===== src/rtl/mrt_pkg.sv =====
package mrt_pkg;

    // Payload field widths, fixed by the item format
    localparam int OPERATION_W = 2;
    localparam int CHANNEL_W   = 3;
    localparam int DURATION_W  = 24;
    localparam int BITMAP_W    = 8;

    // Defaults for the top-level parameters
    localparam int CHANNELS_DEF      = 8;
    localparam int DURATION_BITS_DEF = 24;

    // Operation codes; the fourth code is reserved and changes nothing
    typedef enum logic [OPERATION_W-1:0] {
        OP_TICK         = 2'd0,
        OP_SWITCH       = 2'd1,
        OP_SET_DURATION = 2'd2
    } t_op;

    // Per-channel commands for one item, already gated by the stage advance
    typedef struct packed {
        logic tick;
        logic switch_on;
        logic switch_off;
        logic set_duration;
    } t_lane_ctl;

    // Per-channel state after the item
    typedef struct packed {
        logic relay;
        logic timing;
        logic expired;
    } t_lane_stat;

endpackage


===== src/rtl/mrt_if.sv =====
interface mrt_cmd_if import mrt_pkg::*; ();
    logic                   valid;
    logic                   ready;
    logic [OPERATION_W-1:0] operation;
    logic [CHANNEL_W-1:0]   channel;
    logic                   turn_on;
    logic [DURATION_W-1:0]  duration_seconds;

    modport source (output valid, operation, channel, turn_on, duration_seconds,
                    input ready);
    modport sink   (input valid, operation, channel, turn_on, duration_seconds,
                    output ready);
endinterface

interface mrt_res_if import mrt_pkg::*; ();
    logic                  valid;
    logic                  ready;
    logic [BITMAP_W-1:0]   relay_outputs;
    logic                  any_relay_on;
    logic                  channel_on;
    logic [DURATION_W-1:0] channel_remaining;
    logic [BITMAP_W-1:0]   expired_mask;
    logic [BITMAP_W-1:0]   timing_mask;

    modport source (output valid, relay_outputs, any_relay_on, channel_on,
                    channel_remaining, expired_mask, timing_mask,
                    input ready);
    modport sink   (input valid, relay_outputs, any_relay_on, channel_on,
                    channel_remaining, expired_mask, timing_mask,
                    output ready);
endinterface


===== src/rtl/mrt_chan.sv =====
module mrt_chan import mrt_pkg::*; #(
    parameter int DURATION_BITS = DURATION_BITS_DEF
) (
    input  logic                     i_clk,
    input  logic                     i_rst_n,
    input  t_lane_ctl                i_ctl,
    input  logic [DURATION_BITS-1:0] i_duration,
    output t_lane_stat               o_stat,
    output logic [DURATION_BITS-1:0] o_remaining
);

    localparam logic [DURATION_BITS-1:0] EL_MAX = {DURATION_BITS{1'b1}};

    logic                     r_relay,    n_relay;
    logic                     r_timing,   n_timing;
    logic [DURATION_BITS-1:0] r_duration, n_duration;
    logic [DURATION_BITS-1:0] r_elapsed,  n_elapsed;
    logic [DURATION_BITS-1:0] elapsed_inc;
    logic                     expired;

    // Saturating one-second advance
    assign elapsed_inc = (r_elapsed == EL_MAX) ? r_elapsed
                                               : r_elapsed + DURATION_BITS'(1);

    // Next state of this channel
    always_comb begin
        n_relay    = r_relay;
        n_timing   = r_timing;
        n_duration = r_duration;
        n_elapsed  = r_elapsed;
        expired    = 1'b0;
        if (i_ctl.tick && r_timing) begin
            n_elapsed = elapsed_inc;
            if (elapsed_inc >= r_duration) begin
                expired  = 1'b1;
                n_timing = 1'b0;
                n_relay  = 1'b0;
            end
        end
        if (i_ctl.switch_on) begin
            n_relay = 1'b1;
            if (r_duration != '0) begin
                n_elapsed = '0;
                n_timing  = 1'b1;
            end
        end
        if (i_ctl.switch_off) begin
            n_relay  = 1'b0;
            n_timing = 1'b0;
        end
        if (i_ctl.set_duration) begin
            n_duration = i_duration;
        end
    end

    // Hold channel state
    always_ff @(posedge i_clk) begin
        if (!i_rst_n) begin
            r_relay    <= 1'b0;
            r_timing   <= 1'b0;
            r_duration <= '0;
            r_elapsed  <= '0;
        end else begin
            r_relay    <= n_relay;
            r_timing   <= n_timing;
            r_duration <= n_duration;
            r_elapsed  <= n_elapsed;
        end
    end

    // Report state after the item; remaining time is zero unless timing
    assign o_stat.relay   = n_relay;
    assign o_stat.timing  = n_timing;
    assign o_stat.expired = expired;
    assign o_remaining    = (n_timing && n_duration > n_elapsed) ? n_duration - n_elapsed
                                                                 : '0;

endmodule


===== src/rtl/multi_relay_auto_off_timer.sv =====
// Channel  Dir  Handshake      Payload
// i_cmd    in   valid / ready  operation, channel, turn_on, duration_seconds
// o_res    out  valid / ready  relay_outputs, any_relay_on, channel_on,
//                              channel_remaining, expired_mask, timing_mask
//
// One item per cycle while o_res is not stalled; a result shows on o_res after its item is taken,
// when the input register passes it to the result register.
// All channels update in parallel in the cycle their item leaves the input register.
// Synchronous active-low reset clears relays, durations, elapsed counts and timers.
// A stalled result holds the input register; i_cmd.ready drops only when both are full.
module multi_relay_auto_off_timer import mrt_pkg::*; #(
    parameter int CHANNELS      = CHANNELS_DEF,
    parameter int DURATION_BITS = DURATION_BITS_DEF
) (
    input  logic   i_clk,
    input  logic   i_rst_n,
    mrt_cmd_if.sink   i_cmd,
    mrt_res_if.source o_res
);

    // Input register
    logic                   r_in_valid;
    logic [OPERATION_W-1:0] r_op;
    logic [CHANNEL_W-1:0]   r_ch;
    logic                   r_on;
    logic [DURATION_W-1:0]  r_dur;

    // Result register
    logic                  r_out_valid;
    logic [BITMAP_W-1:0]   r_relay_outputs,     n_relay_outputs;
    logic                  r_any_relay_on,      n_any_relay_on;
    logic                  r_channel_on,        n_channel_on;
    logic [DURATION_W-1:0] r_channel_remaining, n_channel_remaining;
    logic [BITMAP_W-1:0]   r_expired_mask,      n_expired_mask;
    logic [BITMAP_W-1:0]   r_timing_mask,       n_timing_mask;

    logic out_free;
    logic fire;
    logic in_accept;
    logic tick_fire;
    logic switch_fire;
    logic set_fire;

    logic [CHANNELS-1:0]      sel_vec;
    logic [CHANNELS-1:0]      relay_vec;
    logic [CHANNELS-1:0]      timing_vec;
    logic [CHANNELS-1:0]      expired_vec;
    logic [DURATION_BITS-1:0] rem_sel;
    logic [DURATION_BITS-1:0] dur_lane;

    t_lane_ctl                lane_ctl  [CHANNELS];
    t_lane_stat               lane_stat [CHANNELS];
    logic [DURATION_BITS-1:0] lane_rem  [CHANNELS];

    // Handshake and stage advance
    assign out_free    = !r_out_valid || o_res.ready;
    assign fire        = r_in_valid && out_free;
    assign i_cmd.ready = !r_in_valid || out_free;
    assign in_accept   = i_cmd.valid && i_cmd.ready;

    // Decode the operation
    always_comb begin
        tick_fire   = 1'b0;
        switch_fire = 1'b0;
        set_fire    = 1'b0;
        case (r_op)
            OP_TICK:         tick_fire   = fire;
            OP_SWITCH:       switch_fire = fire;
            OP_SET_DURATION: set_fire    = fire;
            default:         ;
        endcase
    end

    // Select the addressed channel; channels beyond the count never match
    always_comb begin
        for (int k = 0; k < CHANNELS; k++) begin
            sel_vec[k] = (32'(r_ch) == k);
        end
    end

    assign dur_lane = DURATION_BITS'(r_dur);

    // Channel lanes
    for (genvar g = 0; g < CHANNELS; g++) begin : g_lane
        assign lane_ctl[g] = '{
            tick:         tick_fire,
            switch_on:    switch_fire && sel_vec[g] && r_on,
            switch_off:   switch_fire && sel_vec[g] && !r_on,
            set_duration: set_fire && sel_vec[g]
        };

        mrt_chan #(
            .DURATION_BITS (DURATION_BITS)
        ) u_chan (
            .i_clk       (i_clk),
            .i_rst_n     (i_rst_n),
            .i_ctl       (lane_ctl[g]),
            .i_duration  (dur_lane),
            .o_stat      (lane_stat[g]),
            .o_remaining (lane_rem[g])
        );
    end

    // Gather bitmaps and pick the addressed channel
    always_comb begin
        rem_sel = '0;
        for (int k = 0; k < CHANNELS; k++) begin
            relay_vec[k]   = lane_stat[k].relay;
            timing_vec[k]  = lane_stat[k].timing;
            expired_vec[k] = lane_stat[k].expired;
            if (sel_vec[k]) begin
                rem_sel = rem_sel | lane_rem[k];
            end
        end
    end

    assign n_relay_outputs     = BITMAP_W'(relay_vec);
    assign n_any_relay_on      = |relay_vec;
    assign n_channel_on        = |(relay_vec & sel_vec);
    assign n_channel_remaining = DURATION_W'(rem_sel);
    assign n_expired_mask      = BITMAP_W'(expired_vec);
    assign n_timing_mask       = BITMAP_W'(timing_vec);

    // Load the input register
    always_ff @(posedge i_clk) begin
        if (!i_rst_n) begin
            r_in_valid <= 1'b0;
        end else if (in_accept) begin
            r_in_valid <= 1'b1;
        end else if (fire) begin
            r_in_valid <= 1'b0;
        end
    end

    always_ff @(posedge i_clk) begin
        if (in_accept) begin
            r_op  <= i_cmd.operation;
            r_ch  <= i_cmd.channel;
            r_on  <= i_cmd.turn_on;
            r_dur <= i_cmd.duration_seconds;
        end
    end

    // Load the result register
    always_ff @(posedge i_clk) begin
        if (!i_rst_n) begin
            r_out_valid <= 1'b0;
        end else if (out_free) begin
            r_out_valid <= r_in_valid;
        end
    end

    always_ff @(posedge i_clk) begin
        if (fire) begin
            r_relay_outputs     <= n_relay_outputs;
            r_any_relay_on      <= n_any_relay_on;
            r_channel_on        <= n_channel_on;
            r_channel_remaining <= n_channel_remaining;
            r_expired_mask      <= n_expired_mask;
            r_timing_mask       <= n_timing_mask;
        end
    end

    assign o_res.valid             = r_out_valid;
    assign o_res.relay_outputs     = r_relay_outputs;
    assign o_res.any_relay_on      = r_any_relay_on;
    assign o_res.channel_on        = r_channel_on;
    assign o_res.channel_remaining = r_channel_remaining;
    assign o_res.expired_mask      = r_expired_mask;
    assign o_res.timing_mask       = r_timing_mask;

endmodule


===== src/flat_wrapper.sv =====
// flat-port wrapper written by rule: the top's interface ports become plain ports
module multi_relay_auto_off_timer_flat import mrt_pkg::*;
#(
    parameter int CHANNELS      = CHANNELS_DEF,
    parameter int DURATION_BITS = DURATION_BITS_DEF
)
  (i_clk, i_rst_n, i_cmd_valid, i_cmd_operation, i_cmd_channel, i_cmd_turn_on, i_cmd_duration_seconds, i_cmd_ready, o_res_valid, o_res_relay_outputs, o_res_any_relay_on, o_res_channel_on, o_res_channel_remaining, o_res_expired_mask, o_res_timing_mask, o_res_ready);
  mrt_cmd_if i_cmd_i ();
  mrt_res_if o_res_i ();
  input  logic i_clk;
  input  logic i_rst_n;
  input wire logic [$bits(i_cmd_i.valid)-1:0] i_cmd_valid;
  input wire logic [$bits(i_cmd_i.operation)-1:0] i_cmd_operation;
  input wire logic [$bits(i_cmd_i.channel)-1:0] i_cmd_channel;
  input wire logic [$bits(i_cmd_i.turn_on)-1:0] i_cmd_turn_on;
  input wire logic [$bits(i_cmd_i.duration_seconds)-1:0] i_cmd_duration_seconds;
  output wire logic [$bits(i_cmd_i.ready)-1:0] i_cmd_ready;
  output wire logic [$bits(o_res_i.valid)-1:0] o_res_valid;
  output wire logic [$bits(o_res_i.relay_outputs)-1:0] o_res_relay_outputs;
  output wire logic [$bits(o_res_i.any_relay_on)-1:0] o_res_any_relay_on;
  output wire logic [$bits(o_res_i.channel_on)-1:0] o_res_channel_on;
  output wire logic [$bits(o_res_i.channel_remaining)-1:0] o_res_channel_remaining;
  output wire logic [$bits(o_res_i.expired_mask)-1:0] o_res_expired_mask;
  output wire logic [$bits(o_res_i.timing_mask)-1:0] o_res_timing_mask;
  input wire logic [$bits(o_res_i.ready)-1:0] o_res_ready;
  assign i_cmd_i.valid = i_cmd_valid;
  assign i_cmd_i.operation = i_cmd_operation;
  assign i_cmd_i.channel = i_cmd_channel;
  assign i_cmd_i.turn_on = i_cmd_turn_on;
  assign i_cmd_i.duration_seconds = i_cmd_duration_seconds;
  assign i_cmd_ready = i_cmd_i.ready;
  assign o_res_valid = o_res_i.valid;
  assign o_res_relay_outputs = o_res_i.relay_outputs;
  assign o_res_any_relay_on = o_res_i.any_relay_on;
  assign o_res_channel_on = o_res_i.channel_on;
  assign o_res_channel_remaining = o_res_i.channel_remaining;
  assign o_res_expired_mask = o_res_i.expired_mask;
  assign o_res_timing_mask = o_res_i.timing_mask;
  assign o_res_i.ready = o_res_ready;
  multi_relay_auto_off_timer #(.CHANNELS(CHANNELS), .DURATION_BITS(DURATION_BITS)) u_core (.i_clk(i_clk), .i_rst_n(i_rst_n), .i_cmd(i_cmd_i), .o_res(o_res_i));
endmodule

===== config.mk =====
export PLATFORM = sky130hd
export DESIGN_NAME = multi_relay_auto_off_timer_flat
export DESIGN_NICKNAME = d
export VERILOG_FILES = /design/src/rtl/mrt_pkg.sv /design/src/rtl/mrt_if.sv /design/src/rtl/mrt_chan.sv /design/src/rtl/multi_relay_auto_off_timer.sv /design/src/flat_wrapper.sv
export SDC_FILE = /design/constraint.sdc
export NUM_CORES = 2
export LEC_CHECK = 0
export ABC_AREA = 1
export CAP_MARGIN = 0
export CORE_MARGIN = 1.5
export CORE_UTILIZATION = 30
export CTS_CLUSTER_DIAMETER = 80
export CTS_CLUSTER_SIZE = 40
export DETAILED_ROUTE_END_ITERATION = 8
export DONT_BUFFER_PORTS = 1
export GPL_ROUTABILITY_DRIVEN = 0
export PLACE_DENSITY_LB_ADDON = 0.15
export SLEW_MARGIN = 20
export SYNTH_ARGS = -nofsm -noshare
export SYNTH_HDL_FRONTEND = slang
export SYNTH_SLANG_ARGS = --single-unit

===== constraint.sdc =====
create_clock -name i_clk -period 13.2 [get_ports i_clk]
set_input_delay 0.66 -clock i_clk [delete_from_list [all_inputs] [get_ports i_clk]]
set_output_delay 0.66 -clock i_clk [all_outputs]
set_load 0.01 [all_outputs]

==> results.cfg <==
[sta]
setup_viol = 0
timing.fmax_mhz = 171
slew_headroom_pct = 16.2
finalHoldViolCount = 0
fin_tns_setup_ns = 0
slew_viol_final = 0
rsz0062_at_grt = no
worst_pin_slew_ns = 1.24
clock_skew_ns = 0.0995
period_share_pct = 44.4
timing.final.ws_setup_ns = 7.34
period_minus_slack_ns = 5.86

[clocking]
cts.sinks = 482
postCtsHoldBufs = 18
post_cts_buffers = 0
ctsResizeCount = 0
clkTransAtPathRegs_ns = 0.09
clk_latency_ns = 0.71
cts_tree = yes
cts-root-buf = clkbuf_16
cts_made_buffers = 49
ctsLongestPathBuffers = 3
h-tree-depth = 2

[cells_and_area]
nets = 6825
drive_gt1_share_pct = 3.28
areaGrowthSynthToFinish_pct = 9.31
mostFrequentLayoutCell = nand2_1
final_cell_mix = 1287 x nand2_1, 989 x inv_1, 961 x nor2_1, 452 x a21oi_1, 405 x o21ai_0

[critical_path]
critPathLaunchType = flop
worstSetupPathType = flop to flop
cp_slowest_cell = nor3_1
cpPeakStageDelay_ns = 0.67
crit_path_frequent_cell = nor2_1
cp.required_ns = 13.73
crit_fanout = 24
cp.buffers_inverters = 5
crit_arrival_ns = 6.38
crit_chain = inv_2, nor3_1, inv_1, nor2_1, inv_1, nor2_1, nand2_1, inv_2, a21oi_1, o21ai_0, ha_1, nand2_1, nor2_1, inv_1, nor2_1, nand4_1, nand3_1, nand2_1, nand2_1, nand4_1, nor2_1, nor2_1, nand4_1
cpLargestDelayFamily = simple AND/OR/NAND/NOR gates
end_kind = flop

[floorplanning]
dieArea_mm2 = 0.139
design.core.area_mm2 = 0.136
ios = 86
row_count = 135
fp.dieW_um = 373
die_h_um = 373
initial_core_util_pct = 30.3

[logic_synthesis]
synth_area_mm2 = 0.0411
netlist-cell-type-count = 56
synth_nets = 6880
syn_inst = 6446
ys_warn_count = 0
synth_seq_area_share_pct = 25.4
syn_avg_cell_area_um2 = 6.38
synth.ff_latch_count = 482

[min_path]
hold_path.class = input port to flop

[global_route]
antenna_found_initial = 21
grt.total_usage_pct = 23.9
grt_pass1_vias = 38900
grt_pass1_wl_um = 253000
grt_max_degree = 141
grt_overflow = 0

[routing]
drc = 0
totalWireLength_um = 171000
drt-vias-per-instance = 5.11
ant_nets = 0
routedWlPerCell_um = 20.8
first_pass_iters = 6
drtIter0Drc = 4393
vias = 42000

[power_and_ir_drop]
p_leak_uw = 0.0217
peakVddDrop_mv = 0.0756
power_density_mw_per_mm2 = 76.9

[run_status]
outcome = finished clean

[place]
io_buffers = 0
pre_cts_ws_ns = 7.17
hpwl_um = 136000

[flow_run]
maxCapViolCount = 0
power by group:
group | switching, uW | total [uW] | internal [uW]
clock network | 783 | 1550 | 769
logic | 271 | 374 | 103
registers | 20.4 | 1530 | 1510
total | 1070 | 3450 | 2380
state kept, by name, summed over array words and instances (netlist names):
name	cells
u_core.g_lane.u_chan.r_duration	192
u_core.g_lane.u_chan.r_elapsed	192
u_core.dur_lane	24
u_core.o_res.channel_remaining	24
u_core.g_lane.u_chan.r_relay	8
u_core.g_lane.u_chan.r_timing	8
u_core.o_res.expired_mask	8
u_core.o_res.relay_outputs	8
u_core.o_res.timing_mask	8
u_core.r_ch	3
u_core.r_op	2
u_core.o_res.any_relay_on	1
u_core.o_res.channel_on	1
u_core.o_res.valid	1
u_core.r_in_valid	1
u_core.r_on	1
Yosys cell counts, drive strengths merged:
library cell / count / area (um^2)
a211o: 1 / 8.76
a211oi: 5 / 37.5
a21boi: 7 / 52.6
a21o: 36 / 270
a21oi: 452 / 2260
a31o: 1 / 8.76
a31oi: 14 / 87.6
a41oi: 3 / 26.3
and2: 6 / 37.5
buf: 27 / 144
clkbuf: 141 / 529
dfxtp: 402 / 8050
edfxtp: 80 / 2400
fa: 8 / 160
ha: 392 / 4900
inv: 1019 / 3820
mux2i: 4 / 40.0
nand2: 1295 / 4890
nand2b: 1 / 6.26
nand3: 263 / 1330
nand3b: 26 / 195
nand4: 183 / 1150
nor2: 970 / 3670
nor3: 130 / 713
nor3b: 3 / 22.5
nor4: 58 / 369
o211ai: 4 / 30.0
o21a: 12 / 90.1
o21ai: 530 / 2660
o21bai: 32 / 240
o22ai: 16 / 100
o31a: 1 / 8.76
o31ai: 1 / 7.51
or2: 21 / 131
or3: 2 / 12.5
xnor2: 67 / 587
xor2: 233 / 2040
worst register-to-register path, delay by kind of cell (launching register included):
family                     cells  cell delay [ns]
buffers and inverters          5             0.97
adders and majority gates      1             0.36
DFF                            1             0.56
AOI/OAI and AO/OA              2             0.30
and+or+nand+nor               15             3.51
stage by stage:
stage,std cells,hold slack [ns],util [%],total power [uW],cell area [um^2]
2_1_floorplan,6446,0.485,-,1770,41100
6_report,8230,0.0491,33.1,3450,44900
4_1_cts,8211,0.000837,33.1,3490,44900
3_5_place_dp,8103,0.513,31.7,1920,43000
3_3_place_gp,8103,0.517,31.7,1930,43000
5_1_grt,8211,0.0342,33.1,3580,44900
logic make-up after synthesis:
| family | after synthesis | synth area share [%] |
|---|---|---|
| flops | 482 | 25.4 |
| simple gates | 2958 | 30.5 |
| xor+xnor | 300 | 6.39 |
| compound gates | 1115 | 14.3 |
| mux | 4 | 0.0974 |
| buf+inv | 1187 | 10.9 |
| fa+ha+maj | 400 | 12.3 |
metal layers:
metal / GRT usage, % / share of wire [%] / up-vias / routed length, um
met5: 0 / 0.0041 / - / 7
met1: 33.7 / 46 / 19500 / 79500
met4: 6.50 / 2.5 / 2 / 4350
met3: 4.35 / 8.2 / 173 / 14000
met2: 37.0 / 43 / 1474 / 73400
li1: - / - / 20800 / -
final timing paths:
| check | startpoint | endpoint | slack (ns) | cells after the start |
|---|---|---|---|---|
| worst max register to register | u_core.r_ch[1]$_DFFE_PP_ | u_core.o_res.channel_remaining[23]$_DFFE_PN_ | 7.34 | 23 |
| worst min register to register | u_core.g_lane[3].u_chan.r_relay$_SDFF_PN0_ | u_core.g_lane[3].u_chan.r_relay$_SDFF_PN0_ | 0.55 | 2 |
| worst min-delay path | i_cmd_duration_seconds[13] | u_core.dur_lane[13]$_DFFE_PP_ | 0.05 | 0 |
| worst max-delay path | u_core.r_ch[1]$_DFFE_PP_ | u_core.o_res.channel_remaining[23]$_DFFE_PN_ | 7.34 | 23 |
layout make-up:
cell class	count	area, um^2
Timing Repair Buffer	62	523
Inverter	1019	3830
Multi-Input combinational cell	4777	26200
Fill cell	15100	90700
Clock inverter	38	414
Tap cell	1781	2230
Clock buffer	52	1260
Antenna cell	19	47.5
Sequential cell	482	10500
Note: power is estimated with default switching activity, not from simulation.
